### config.mk
export PLATFORM = sky130hd
export DESIGN_NAME = obstacle_evade_steering_top
export DESIGN_NICKNAME = d
export VERILOG_FILES = /design/src/design/oes_pkg.sv /design/src/design/oes_ctrl.sv /design/src/design/oes_dp.sv /design/src/design/obstacle_evade_steering_top.sv
export SDC_FILE = /design/constraint.sdc
export NUM_CORES = 1
export LEC_CHECK = 0
export BUFFER_PORTS_ARGS = -buffer_cell sky130_fd_sc_hd__buf_2
export CAP_MARGIN = 20
export CORE_ASPECT_RATIO = 1.1
export CORE_UTILIZATION = 50
export CTS_CLUSTER_DIAMETER = 40
export DETAILED_ROUTE_END_ITERATION = 16
export GPL_TIMING_DRIVEN = 0
export PLACE_DENSITY = 0.66
export RECOVER_POWER = 50
export SYNTH_ARGS = -nofsm -noshare
export SYNTH_HDL_FRONTEND = slang
export SYNTH_SLANG_ARGS = --single-unit
### constraint.sdc
create_clock -name clk -period 16.51 [get_ports clk]
set_clock_uncertainty 0.15 [all_clocks]
set_input_delay 2.4765 -clock clk [delete_from_list [all_inputs] [get_ports clk]]
set_output_delay 2.4765 -clock clk [all_outputs]
set_load 0.02 [all_outputs]
### src/design/oes_pkg.sv
// ----------------------------------------------------------------------------
// Obstacle evade steering package
// Shared types, constants and command/status structs.
// ----------------------------------------------------------------------------
package oes_pkg;

    localparam int HISTORY_DEPTH   = 4;
    localparam int IMAGE_WIDTH     = 176;
    localparam int IMAGE_HEIGHT    = 144;
    localparam int RECTS_PER_FRAME = 8;

    localparam logic signed [15:0] Q_STEP_BASE = 16'sd1408;
    localparam logic signed [15:0] Q_DEAD_ZONE = 16'sd896;
    localparam logic signed [15:0] Q_RECENTER  = 16'sd1152;

    localparam logic [2:0] REG_CAR_WIDTH     = 3'd0;
    localparam logic [2:0] REG_WINDOW_TOP    = 3'd1;
    localparam logic [2:0] REG_DISTANCE_CAP  = 3'd2;
    localparam logic [2:0] REG_TURN_LIMIT    = 3'd3;
    localparam logic [2:0] REG_CRUISE_SPEED  = 3'd4;
    localparam logic [2:0] REG_TURNING_SPEED = 3'd5;

    typedef struct packed {
        logic       rect_present;
        logic [7:0] rect_left;
        logic [7:0] rect_top;
        logic [7:0] rect_width;
        logic [7:0] rect_height;
        logic       frame_end;
    } in_item_t;

    typedef struct packed {
        logic              collides;
        logic [7:0]        wall_distance;
        logic              advice_valid;
        logic [6:0]        advised_speed;
        logic signed [7:0] advised_angle;
    } out_item_t;

    typedef struct packed {
        logic [7:0] car_width;
        logic [7:0] window_top;
        logic [7:0] distance_cap;
        logic [6:0] turn_limit;
        logic [6:0] cruise_speed;
        logic [6:0] turning_speed;
    } cfg_t;

    // controller -> datapath
    typedef struct packed {
        logic load;       // capture input item
        logic sqrt_start; // start root / prepare
        logic rect_done;  // commit rectangle results
        logic div_start;  // start step division
        logic div_step;   // one quotient bit
        logic sqrt_step;  // one root step
        logic finish;     // form advice, load output
    } cmd_t;

    // datapath -> controller
    typedef struct packed {
        logic sqrt_busy;
        logic div_busy;
        logic frame_end;
    } sts_t;

endpackage

### src/design/oes_ctrl.sv
// ----------------------------------------------------------------------------
// Obstacle evade steering controller
// Sequences load, root, division (frame end only) and advice steps for one item.
// ----------------------------------------------------------------------------
module oes_ctrl
    import oes_pkg::*;
(
    input  logic clk,
    input  logic rst_n,
    input  logic in_valid,
    output logic in_ready,
    input  logic out_free,
    input  sts_t sts,
    output cmd_t cmd
);

    typedef enum logic [5:0] {
        S_IDLE = 6'b000001,
        S_PREP = 6'b000010,
        S_ROOT = 6'b000100,
        S_DIVS = 6'b001000,
        S_DIV  = 6'b010000,
        S_FIN  = 6'b100000
    } state_t;

    state_t state_reg, state_next;

    always_ff @(posedge clk or negedge rst_n)
    begin
        if (!rst_n)
            state_reg <= S_IDLE;
        else
            state_reg <= state_next;
    end

    always_comb
    begin
        state_next = state_reg;
        cmd        = '0;
        in_ready   = 1'b0;
        case (state_reg)
            S_IDLE:
            begin
                in_ready = 1'b1;
                if (in_valid)
                begin
                    cmd.load   = 1'b1;
                    state_next = S_PREP;
                end
            end
            S_PREP:
            begin
                cmd.sqrt_start = 1'b1;
                state_next     = S_ROOT;
            end
            S_ROOT:
            begin
                if (sts.sqrt_busy)
                    cmd.sqrt_step = 1'b1;
                else
                begin
                    cmd.rect_done = 1'b1;
                    state_next    = sts.frame_end ? S_DIVS : S_FIN;
                end
            end
            S_DIVS:
            begin
                cmd.div_start = 1'b1;
                state_next    = S_DIV;
            end
            S_DIV:
            begin
                if (sts.div_busy)
                    cmd.div_step = 1'b1;
                else
                    state_next = S_FIN;
            end
            S_FIN:
            begin
                // hold until the output register is free
                if (out_free)
                begin
                    cmd.finish = 1'b1;
                    state_next = S_IDLE;
                end
            end
            default: state_next = S_IDLE;
        endcase
    end

endmodule

### src/design/oes_dp.sv
// ----------------------------------------------------------------------------
// Obstacle evade steering datapath
// Overlap test, serial integer root, serial divider and angle update.
// ----------------------------------------------------------------------------
module oes_dp
    import oes_pkg::*;
(
    input  logic      clk,
    input  logic      rst_n,
    input  cfg_t      cfg,
    input  in_item_t  in_item,
    input  cmd_t      cmd,
    output sts_t      sts,
    output out_item_t res
);

    localparam int MID = IMAGE_WIDTH / 2;

    in_item_t item_reg;

    logic [3:0]        rects_seen_reg;
    logic              wall_found_reg;
    logic [7:0]        nearest_bottom_reg;
    logic signed [7:0] nearest_offset_reg;
    logic [7:0]        nearest_distance_reg;
    logic signed [7:0] hist_reg [HISTORY_DEPTH];
    logic signed [9:0] offset_sum_reg;
    logic signed [15:0] steer_angle_reg;
    logic signed [15:0] previous_angle_reg;

    // per-item rectangle results
    logic       hit_reg;
    logic       direct_reg;
    logic [7:0] direct_dist_reg;
    logic [7:0] rdist_reg;

    // root unit
    logic [17:0] rv_reg;
    logic [17:0] rr_reg;
    logic [17:0] rbit_reg;

    // divider unit
    logic [15:0] dnum_reg;
    logic [8:0]  drem_reg;
    logic [15:0] dq_reg;
    logic [7:0]  dden_reg;
    logic [4:0]  dcnt_reg;
    logic        unb_reg;

    // -------- combinational rectangle geometry
    logic signed [10:0] x, y, w, h, bottom, cx, cwid, x2, dx, dy;
    logic               overlap, spans;
    logic [17:0]        sq_sum;
    logic [7:0]         sb;
    logic signed [10:0] twice;
    logic signed [9:0]  half;
    logic signed [7:0]  off_sat;
    logic signed [10:0] direct_raw;

    always_comb
    begin
        x      = 11'(item_reg.rect_left);
        y      = 11'(item_reg.rect_top);
        w      = 11'(item_reg.rect_width);
        h      = 11'(item_reg.rect_height);
        bottom = y + h;
        cwid   = 11'(cfg.car_width);
        cx     = 11'(MID) - 11'(cfg.car_width >> 1);
        overlap = item_reg.rect_present && (rects_seen_reg < 4'(RECTS_PER_FRAME)) &&
                  (x <= cx + cwid) && (cx <= x + w) &&
                  (y <= 11'(IMAGE_HEIGHT)) && (11'(cfg.window_top) <= bottom);
        spans  = (x <= 11'(MID)) && (x + w >= 11'(MID));
        x2     = (11'(MID) > x + w) ? x + w : x;
        dx     = x2 - 11'(MID);
        dy     = bottom - 11'(IMAGE_HEIGHT);
        sq_sum = 18'(22'(dx) * 22'(dx) + 22'(dy) * 22'(dy));
        direct_raw = 11'(IMAGE_HEIGHT) - bottom;
        sb     = (bottom > 11'sd255) ? 8'd255 : bottom[7:0];
        twice  = 11'(2 * MID) - 11'(2) * x - w;
        half   = 10'(twice / 11'sd2);
        if (half > 10'sd127)
            off_sat = 8'sd127;
        else if (half < -10'sd128)
            off_sat = -8'sd128;
        else
            off_sat = half[7:0];
    end

    assign sts.sqrt_busy = (rbit_reg != '0);
    assign sts.div_busy  = (dcnt_reg != '0);
    assign sts.frame_end = item_reg.frame_end;

    // -------- frame advice logic
    logic signed [7:0]  cur;
    logic signed [9:0]  sum_next;
    logic signed [17:0] lim, a, step, a_sat;
    logic [7:0]         dmin;

    always_comb
    begin
        dmin = (nearest_distance_reg > cfg.distance_cap) ? cfg.distance_cap
                                                          : nearest_distance_reg;
        cur      = wall_found_reg ? nearest_offset_reg : 8'sd0;
        sum_next = offset_sum_reg + 10'(cur) - 10'(hist_reg[0]);
        lim      = 18'({cfg.turn_limit, 8'd0});
        step     = 18'(Q_STEP_BASE) + (wall_found_reg ? 18'(dq_reg) : 18'sd0);
        a        = 18'(steer_angle_reg);
        if (sum_next > -10'(HISTORY_DEPTH) && sum_next < 10'(HISTORY_DEPTH))
        begin
            if (a > -18'(Q_DEAD_ZONE) && a < 18'(Q_DEAD_ZONE))
                a = '0;
            else if (a > 0)
                a = a - 18'(Q_RECENTER);
            else
                a = a + 18'(Q_RECENTER);
        end
        else if (sum_next < 0)
            a = (wall_found_reg && unb_reg) ? -lim : a - step;
        else
            a = (wall_found_reg && unb_reg) ? lim : a + step;
        if (a > lim)
            a_sat = lim;
        else if (a < -lim)
            a_sat = -lim;
        else
            a_sat = a;
    end

    always_ff @(posedge clk)
    begin
        if (cmd.load)
            item_reg <= in_item;
        if (cmd.sqrt_start)
        begin
            hit_reg         <= overlap;
            direct_reg      <= spans;
            direct_dist_reg <= (direct_raw < 0) ? 8'd0 :
                               (direct_raw > 11'sd255) ? 8'd255 : direct_raw[7:0];
        end
        if (cmd.div_start)
        begin
            dnum_reg <= {cfg.distance_cap, 8'd0};
            dden_reg <= dmin;
            drem_reg <= '0;
            dq_reg   <= '0;
            unb_reg  <= (dmin == 8'd0);
        end
        else if (cmd.div_step)
        begin
            // restoring division, one quotient bit a cycle
            logic [8:0] t;
            t = {drem_reg[7:0], dnum_reg[15]};
            if (t >= {1'b0, dden_reg})
            begin
                drem_reg <= t - {1'b0, dden_reg};
                dq_reg   <= {dq_reg[14:0], 1'b1};
            end
            else
            begin
                drem_reg <= t;
                dq_reg   <= {dq_reg[14:0], 1'b0};
            end
            dnum_reg <= {dnum_reg[14:0], 1'b0};
        end
    end

    // root unit: start bit fixed at the highest power of four of the 18-bit value
    always_ff @(posedge clk or negedge rst_n)
    begin
        if (!rst_n)
        begin
            rbit_reg <= '0;
            dcnt_reg <= '0;
            rv_reg   <= '0;
            rr_reg   <= '0;
        end
        else
        begin
            if (cmd.sqrt_start)
            begin
                rv_reg   <= sq_sum;
                rr_reg   <= '0;
                rbit_reg <= 18'h10000;
            end
            else if (cmd.sqrt_step)
            begin
                if (rv_reg >= rr_reg + rbit_reg)
                begin
                    rv_reg <= rv_reg - (rr_reg + rbit_reg);
                    rr_reg <= (rr_reg >> 1) + rbit_reg;
                end
                else
                    rr_reg <= rr_reg >> 1;
                rbit_reg <= rbit_reg >> 2;
            end
            if (cmd.div_start)
                dcnt_reg <= 5'd16;
            else if (cmd.div_step)
                dcnt_reg <= dcnt_reg - 5'd1;
        end
    end

    logic [7:0] dist_now;
    assign dist_now = direct_reg ? direct_dist_reg :
                      ((rr_reg > 18'd255) ? 8'd255 : rr_reg[7:0]);

    always_ff @(posedge clk or negedge rst_n)
    begin
        if (!rst_n)
        begin
            rects_seen_reg       <= '0;
            wall_found_reg       <= 1'b0;
            nearest_bottom_reg   <= '0;
            nearest_offset_reg   <= '0;
            nearest_distance_reg <= '0;
            for (int i = 0; i < HISTORY_DEPTH; i++)
                hist_reg[i] <= '0;
            offset_sum_reg     <= '0;
            steer_angle_reg    <= '0;
            previous_angle_reg <= '0;
            rdist_reg          <= '0;
            res                <= '0;
        end
        else
        begin
            if (cmd.rect_done)
            begin
                rdist_reg <= hit_reg ? dist_now : 8'd0;
                if (item_reg.rect_present && rects_seen_reg < 4'(RECTS_PER_FRAME))
                    rects_seen_reg <= rects_seen_reg + 4'd1;
                if (hit_reg && nearest_bottom_reg < sb)
                begin
                    nearest_bottom_reg   <= sb;
                    nearest_distance_reg <= dist_now;
                    nearest_offset_reg   <= off_sat;
                    wall_found_reg       <= 1'b1;
                end
            end
            if (cmd.finish)
            begin
                res.collides      <= hit_reg;
                res.wall_distance <= rdist_reg;
                res.advice_valid  <= item_reg.frame_end;
                res.advised_speed <= '0;
                res.advised_angle <= '0;
                if (item_reg.frame_end)
                begin
                    offset_sum_reg <= sum_next;
                    for (int i = 0; i < HISTORY_DEPTH - 1; i++)
                        hist_reg[i] <= hist_reg[i + 1];
                    hist_reg[HISTORY_DEPTH - 1] <= cur;
                    steer_angle_reg <= a_sat[15:0];
                    if (previous_angle_reg != a_sat[15:0])
                    begin
                        previous_angle_reg <= a_sat[15:0];
                        res.advised_speed  <= cfg.turning_speed;
                    end
                    else
                        res.advised_speed <= cfg.cruise_speed;
                    res.advised_angle <= 8'(a_sat / 18'sd256);
                    rects_seen_reg       <= '0;
                    wall_found_reg       <= 1'b0;
                    nearest_bottom_reg   <= '0;
                    nearest_offset_reg   <= '0;
                    nearest_distance_reg <= '0;
                end
            end
        end
    end

endmodule

### src/design/obstacle_evade_steering_top.sv
// ----------------------------------------------------------------------------
// Obstacle evade steering top level
// Collision test per rectangle and steering advice per frame.
// ----------------------------------------------------------------------------
// Usage:
//   Input channel in_valid/in_ready carries one rectangle or frame end per
//   transfer; output channel out_valid/out_ready returns one result per item.
//   Configuration is written through cfg_we/cfg_addr/cfg_wdata while idle.
// Operation:
//   Each item is loaded, runs the 9-step serial root, on a frame end also
//   the 16-step serial divider, and then forms its result; one item is in
//   work at a time, so no new item is taken until the last one has formed
//   its result.
// Reset:
//   rst_n clears per-frame state, history, steering angle and registers
//   to their defaults; no output is valid.
// Stall:
//   A finished result sits in the output register; the next item is taken
//   and worked on, and waits before its own result until the register frees.
// ----------------------------------------------------------------------------
module obstacle_evade_steering_top
    import oes_pkg::*;
(
    input  logic      clk,
    input  logic      rst_n,
    input  logic      in_valid,
    output logic      in_ready,
    input  in_item_t  in_data,
    output logic      out_valid,
    input  logic      out_ready,
    output out_item_t out_data,
    input  logic      cfg_we,
    input  logic [2:0] cfg_addr,
    input  logic [7:0] cfg_wdata
);

    cfg_t cfg_reg;
    cmd_t cmd;
    sts_t sts;
    logic out_valid_reg;
    logic out_free;

    always_ff @(posedge clk or negedge rst_n)
    begin
        if (!rst_n)
        begin
            cfg_reg.car_width     <= 8'd105;
            cfg_reg.window_top    <= 8'd30;
            cfg_reg.distance_cap  <= 8'd60;
            cfg_reg.turn_limit    <= 7'd38;
            cfg_reg.cruise_speed  <= 7'd37;
            cfg_reg.turning_speed <= 7'd20;
        end
        else if (cfg_we)
        begin
            case (cfg_addr)
                REG_CAR_WIDTH:     cfg_reg.car_width     <= cfg_wdata;
                REG_WINDOW_TOP:    cfg_reg.window_top    <= cfg_wdata;
                REG_DISTANCE_CAP:  cfg_reg.distance_cap  <= cfg_wdata;
                REG_TURN_LIMIT:    cfg_reg.turn_limit    <= cfg_wdata[6:0];
                REG_CRUISE_SPEED:  cfg_reg.cruise_speed  <= cfg_wdata[6:0];
                REG_TURNING_SPEED: cfg_reg.turning_speed <= cfg_wdata[6:0];
                default: ;
            endcase
        end
    end

    assign out_free = !out_valid_reg || out_ready;

    always_ff @(posedge clk or negedge rst_n)
    begin
        if (!rst_n)
            out_valid_reg <= 1'b0;
        else if (cmd.finish)
            out_valid_reg <= 1'b1;
        else if (out_ready)
            out_valid_reg <= 1'b0;
    end

    assign out_valid = out_valid_reg;

    oes_ctrl u_ctrl (
        .clk      (clk),
        .rst_n    (rst_n),
        .in_valid (in_valid),
        .in_ready (in_ready),
        .out_free (out_free),
        .sts      (sts),
        .cmd      (cmd)
    );

    oes_dp u_dp (
        .clk     (clk),
        .rst_n   (rst_n),
        .cfg     (cfg_reg),
        .in_item (in_data),
        .cmd     (cmd),
        .sts     (sts),
        .res     (out_data)
    );

endmodule

## After elaboration in Yosys (flattened, before gate mapping)

Index checks and enable logic that the tools add are counted.

| storage, ports and cells | value |
|---|---|
| register bits after elaboration | 332 |
| bits of input ports | 50 |
| output and inout bits | 27 |
| logic and storage cells | 223 |

| cells by class | value |
|---|---|
| $add $sub $neg | 26 |
| multiply operators | 2 |
| magnitude comparators | 26 |
| equal/unequal tests | 16 |
| multiplexer cells | 76 |
| bitwise operators | 2 |
| reduce and logical (&&, ||, !) cells | 31 |

Operators by type and width:

| cell | count |
|---|---|
| 2-to-1 mux 18 bit | 16 |
| 2-to-1 mux 8 bit | 22 |
| 2-to-1 mux 16 bit | 3 |
| adder 18 bit | 2 |
| multiplier 11 x 11 -> 18 bit | 2 |
| case mux 6 bit (6 select lines) | 1 |
| 2-to-1 mux 6 bit | 5 |
| greater-than comparator 11 x 9 -> 1 bit, second input constant | 2 |
| 2-to-1 mux 1 bit | 20 |
| subtractor 8 x 9 -> 10 bit, first input constant | 2 |
| adder 11 x 18 -> 18 bit, first input constant | 1 |
| adder 16 x 18 -> 18 bit | 1 |
| adder 17 x 18 -> 18 bit | 1 |
| adder 8 x 8 -> 9 bit | 2 |
| greater-or-equal comparator 18 bit | 1 |
| greater-than comparator 18 x 16 -> 1 bit | 1 |
| greater-than comparator 18 x 8 -> 1 bit, second input constant | 1 |
| less-than comparator 18 bit | 1 |
| negator 15 -> 18 bit | 1 |
| nonzero test 18 bit | 1 |
| subtractor 16 x 18 -> 18 bit | 1 |
| subtractor 18 bit | 1 |
| adder 16 x 12 -> 17 bit, second input constant | 1 |
| subtractor 16 x 12 -> 17 bit, second input constant | 1 |
| other kinds (60) | 89 |

## Depth between registers and ports, before layout

| logic depth | value |
|---|---|
| word-level depth | 13 |
| gate-level depth with buffers | 45 |
| depth with buffers taken out | 45 |

## By module

A second synthesis with hierarchy kept.

| unflattened totals | value |
|---|---|
| cell total of the unflattened synthesis | 3,214 |
| area total of the unflattened synthesis | 29,434.5 um2 |

By module, submodules not included:

| module | instances | cells an instance | area each (um2) | sequential area each (um2) |
|---|---|---|---|---|
| oes_dp | 1 | 3,068 | 27,266.2 | 6,966.7 |
| obstacle_evade_steering_top | 1 | 102 | 1,789.2 | 1,176.1 |
| oes_ctrl | 1 | 44 | 379.1 | 151.4 |

## Worst setup path before layout

Ideal clock, no wire load.

| timing | value |
|---|---|
| path type | flip-flop to flip-flop |
| start point | register u_dp.item_reg[25] (netlist bit) |
| end point | register u_dp.rv_reg[17] |
| library setup time | 0.138 ns |
| arrival time | 9.446 ns |
| required time | 16.222 ns |
| slack | 6.777 ns |
| cell stages (with the launch flop) | 44 |
| buffers on the path | 2 |
| period minus slack after synthesis | 9.733 ns |
| path through | edfxtp_1 -> ha_1 -> fa_1 -> a21oi_1 -> nor2_1 -> nor2_1 -> o21bai_1 -> a21oi_1 -> o21bai_1 -> a21oi_1 -> and2_1 -> o21a_1 -> clkbuf_1 -> a2bb2oi_1 -> a21boi_0 -> nand2b_1 -> and2_1 -> clkbuf_1 -> [8 not listed] -> fa_1 -> fa_1 -> inv_1 -> fa_1 -> inv_1 -> ha_1 -> inv_1 -> o21ai_0 -> a21oi_1 -> o21bai_1 -> a21oi_1 -> o21bai_1 -> a21oi_1 -> o21bai_1 -> a21oi_1 -> xnor3_1 -> nand2_1 -> o211ai_1 |

| on the way | value |
|---|---|
| cells in the longest elaborated chain, start to end | 7 |

Ends and longest elaborated chain:

| what | line | source |
|---|---|---|
| start, declared | oes_dp.sv:19 | `in_item_t item_reg;` |
| start signal, assigned | oes_dp.sv:132 | `item_reg <= in_item;` |
| adder 8 x 8 -> 9 bit | oes_dp.sv:73 | `x2 = (11'(MID) > x + w) ? x + w : x;` |
| greater-than comparator 8 x 11 -> 1 bit | oes_dp.sv:73 |  |
| 2-to-1 mux 11 bit * | oes_dp.sv:73 |  |
| subtractor 11 x 8 -> 11 bit * | oes_dp.sv:74 | `dx = x2 - 11'(MID);` |
| multiplier 11 x 11 -> 18 bit * | oes_dp.sv:76 | `sq_sum = 18'(22'(dx) * 22'(dx) + 22'(dy) * 22'(dy));` |
| adder 18 bit * | oes_dp.sv:76 |  |
| 2-to-1 mux 18 bit * | oes_dp.sv:179 | `if (cmd.sqrt_start)` |
| end signal, assigned | oes_dp.sv:181 | `rv_reg <= sq_sum;` |
| end signal, assigned | oes_dp.sv:189 | `rv_reg <= rv_reg - (rr_reg + rbit_reg);` |
| end, declared | oes_dp.sv:38 | `logic [17:0] rv_reg;` |

Mark *: on every way between the ends. The rest lies on a longest branch, timed or not.
A chain may end at the register's enable or synchronous reset.

## Final worst setup path

Ends and elaborated chain as after synthesis.

==> impl_metrics.csv <==
group,metric,value,unit
setup_path,timing.critical_path.to_type,"flop",
synthesis,yosys.area.top_type,"sky130_fd_sc_hd__dfrtp_1",
setup_path,r2r_cells,43,
synthesis,postSynthAreaPerCell,9.020,µm²
cts,cts_tree,"yes",
finish,nets,3850,
run_status,outcome,"finished with violations",
grt,antenna_found_initial,0,
cts,cts_inserted_buffers,53,
route,wire_per_inst,19.47,µm
floorplanning,die_x,231.3,µm
setup_path,cp-startpoint,"u_dp.item_reg[25]$_DFFE_PP_",
route,drtAntennaViolNets,0,
grt,grt_pass1_wl,129100,µm
finish,insertedDiodeCount,0,
hold_path,hold_path_depth,2,
floorplanning,num_io_pins,77,
setup_path,cpMostUsedCell,"sky130_fd_sc_hd__fa_1",
synthesis,asyncSetResetFlopFracSynth,0.7368,
synthesis,synth-seq-area-share,0.2869,
place,io_buffers,75,
timing,max_clock_freq,0.08621,GHz
cts,clock_insertion_delay_at_the_later_pin_of_the_skew_report,0.62,ns
cts,tritoncts_num_sinks,323,
synthesis,synth_enable_flop_cells,61,
grt,number_of_global_route_vias_before_repair,23980,
finish,areaGrowthSynthToFinish,11.33,%
timing,finalSetupTns,0,ns
synthesis,postSynthRegisterBits,323,
synthesis,synthMostInstantiatedCell,"sky130_fd_sc_hd__inv_1",
route,drc_errors,0,
synthesis,synth_area,0.02891,mm²
synthesis,synthTopCellsByArea,"sky130_fd_sc_hd__dfrtp_1 19%, sky130_fd_sc_hd__fa_1 13%, sky130_fd_sc_hd__ha_1 11%",
synthesis,synthFlopType,"sky130_fd_sc_hd__dfrtp_1",
route,detailed_route_iter0_violations,1484,
finish,largest_register_ffs,45,
timing,final_hold_viol_count,0,
timing,timing.max_slew.rel_slack,-3.446,
grt,overall_track_demand_over_capacity_in_global_routing,0.2812,
hold_path,min-delay-start,"u_dp.dq_reg[4]$_SDFFE_PP0P_",
cts,cts_htree_levels,2,
synthesis,yosys_warnings,0,
finish,fillers,5121,
route,drt_pre_antenna_iters,7,
synthesis,synth_largest_type_area_fraction,0.1878,
setup_path,ff2ff_setup_slack,4.91,ns
route,route.vias.total,23540,
setup_path,critical_path_required,16.83,ns
setup_path,largest_stage_delay_on_the_critical_path,0.56,ns
setup_path,cp_max_fo,10,
hold_path,hold-path-endpoint,"u_dp.dq_reg[5]$_SDFFE_PP0P_",
cts,post_cts_resized,0,
synthesis,synth.distinct_cells,104,
synthesis,synth_nets,3710,
floorplanning,rows,92,
cts,ctsRootBufferMaster,"sky130_fd_sc_hd__clkbuf_16",
timing,setup_viol,0,
grt,globalRouteOverflowTotal,0,
floorplanning,fp.coreArea,0.05721,mm²
route,postRouteWirelength,80640,µm
setup_path,timing.critical_path.arrival,11.92,ns
floorplanning,die_height,254.2,µm
setup_path,worstSetupStartpointType,"flop",
timing,rsz_0062_raised_after_global_routing,"no",
grt,pin_count_of_the_biggest_net_entering_global_routing,123,
cts,post_cts_hold_buffer_count,0,
floorplanning,start_util,0.5053,
run_status,violations,"max-capacitance violations, max-slew violations",
setup_path,r2r_start,"u_dp.item_reg[25]$_DFFE_PP_",
route,avgViaCountPerCell,5.684,
finish,final_layout_size_suffix_gt1_frac,0.08791,
place,gp_routability_congestion,0.9599,
hold_path,worst_hold_path_type,"flop to flop",
job,maximum_capacitance_violations,2,
timing,min_period,11.60,ns
setup_path,rr_endpoint,"u_dp.rv_reg[17]$_DFFE_PN0P_",
cts,setup_fix_bufs_post_cts,0,
cts,cts.clk_slew.worst_paths,0.06,ns
timing,timing_worst_slew_pin_value,6.669,ns
timing,final.period_utilization,0.7026,
place,dp_cells,4039,
timing,final-max-slew-violation-count,151,
synthesis,post_synth_most_frequent_cells,"450 x sky130_fd_sc_hd__inv_1, 378 x sky130_fd_sc_hd__nand2_1, 264 x sky130_fd_sc_hd__ha_1",
finish,final-instance-count-excl-fill,4142,
place,detailed_place_hpwl,64710,µm
cts,buffers_from_clock_root_to_sink_at_most,3,
synthesis,syn_inst,3205,
floorplanning,die_area,0.05878,mm²
setup_path,crit_slowest_cell,"sky130_fd_sc_hd__fa_1",
setup_path,criticalPathCategory,"flop to flop",
==> cells by family (layout without fill, tap and decap cells) <==
family | Yosys count | count (layout) | share of synthesized area
flip-flops | 323 | 323 | 0.2869
buffers and inverters | 555 | 740 | 0.07297
XOR/XNOR | 197 | 197 | 0.06042
AND/OR/NAND/NOR | 915 | 915 | 0.1484
AO/OA/AOI/OAI | 666 | 666 | 0.1487
adder cells (fa/ha/maj) | 456 | 456 | 0.2469
multiplexers | 93 | 93 | 0.03566
==> per-layer routing <==
| layer | global-route usage | routed length [µm] |
|---|---|---|
| met1 | 0.3442 | 33000 |
| met2 | 0.4922 | 40170 |
| met3 | 0.03555 | 3522 |
| met4 | 0.1307 | 3937 |
| met5 | 0 | 0 |
==> layout make-up <==
| cell class | count | area [µm²] | share of cell area |
|---|---|---|---|
| Multi-Input combinational cell | 2327 | 18520 | 0.5754 |
| Sequential cell | 323 | 8294 | 0.2577 |
| Inverter | 454 | 1704 | 0.05295 |
| Clock buffer | 65 | 1444 | 0.04486 |
| Tap cell | 752 | 940.9 | 0.02924 |
| Timing Repair Buffer | 85 | 442.9 | 0.01376 |
| Clock inverter | 35 | 434.2 | 0.01349 |
| Buffer | 101 | 405.4 | 0.01260 |
==> worst max path at each step <==
stage	to	slack, ns	cells after the start
after floorplan	u_dp.rv_reg[17]$_DFFE_PN0P_	6.78	43
after global placement	u_dp.rv_reg[17]$_DFFE_PN0P_	5.17	41
after detailed placement	u_dp.rv_reg[17]$_DFFE_PN0P_	5.03	41
after CTS	u_dp.rv_reg[17]$_DFFE_PN0P_	4.98	43
after global routing	u_dp.rv_reg[17]$_DFFE_PN0P_	4.25	43
final	u_dp.rv_reg[17]$_DFFE_PN0P_	4.91	43
==> worst max-delay path, delay by kind of cell, from the launching register on <==
family,cells,cell delay [ns]
AOI/OAI and AO/OA,17,3.45
adders and majority gates,10,4.53
buffers and inverters,8,1.26
and+or+nand+nor,7,1.09
DFF,1,0.51
xor gates and xnor gates,1,0.44
==> cell usage in the layout (no fill, tap or decap), types with 18 or more instances in the layout <==
master / synthesis / routed
sky130_fd_sc_hd__nand2b_1: 42 / 42
sky130_fd_sc_hd__xor2_1: 69 / 69
sky130_fd_sc_hd__a21o_1: 47 / 47
sky130_fd_sc_hd__and3_1: 19 / 19
sky130_fd_sc_hd__a211oi_1: 31 / 31
sky130_fd_sc_hd__nor4_1: 18 / 18
sky130_fd_sc_hd__xnor2_1: 126 / 126
sky130_fd_sc_hd__fa_1: 191 / 191
sky130_fd_sc_hd__edfxtp_1: 61 / 61
sky130_fd_sc_hd__mux2i_1: 27 / 27
sky130_fd_sc_hd__o211ai_1: 18 / 18
sky130_fd_sc_hd__o21bai_1: 28 / 28
sky130_fd_sc_hd__nand4_1: 19 / 19
sky130_fd_sc_hd__inv_1: 450 / 450
sky130_fd_sc_hd__buf_2: 6 / 80
sky130_fd_sc_hd__nor3_1: 40 / 40
sky130_fd_sc_hd__a21oi_1: 146 / 146
sky130_fd_sc_hd__dfxtp_1: 24 / 24
sky130_fd_sc_hd__o21a_1: 31 / 31
sky130_fd_sc_hd__o21ai_0: 202 / 203
sky130_fd_sc_hd__dfrtp_1: 217 / 217
sky130_fd_sc_hd__nor2_1: 197 / 197
sky130_fd_sc_hd__ha_1: 264 / 264
sky130_fd_sc_hd__dfstp_2: 21 / 20
sky130_fd_sc_hd__clkbuf_16: 0 / 55
sky130_fd_sc_hd__mux2_2: 53 / 52
sky130_fd_sc_hd__a31oi_1: 20 / 20
sky130_fd_sc_hd__nand2_1: 378 / 378
sky130_fd_sc_hd__nor2b_1: 42 / 42
sky130_fd_sc_hd__nand3_1: 74 / 74
sky130_fd_sc_hd__clkbuf_1: 91 / 106
==> stage by stage <==
step	hold slack, ns	setup slack, ns	utilization	cell area [µm²]
after floorplan	0.2769	6.777	-	28910
after CTS	0.3112	4.975	0.5633	32220
after detailed placement	0.2995	5.028	0.5304	30350
final	0.3120	4.910	0.5625	32180
after global routing	0.3308	4.252	0.5625	32180
after global placement	0.2919	5.168	0.5283	30220
Power is left out: the tool's default activity adds up to more than one toggle a clock period on the data nets, which glitch-free logic cannot reach.
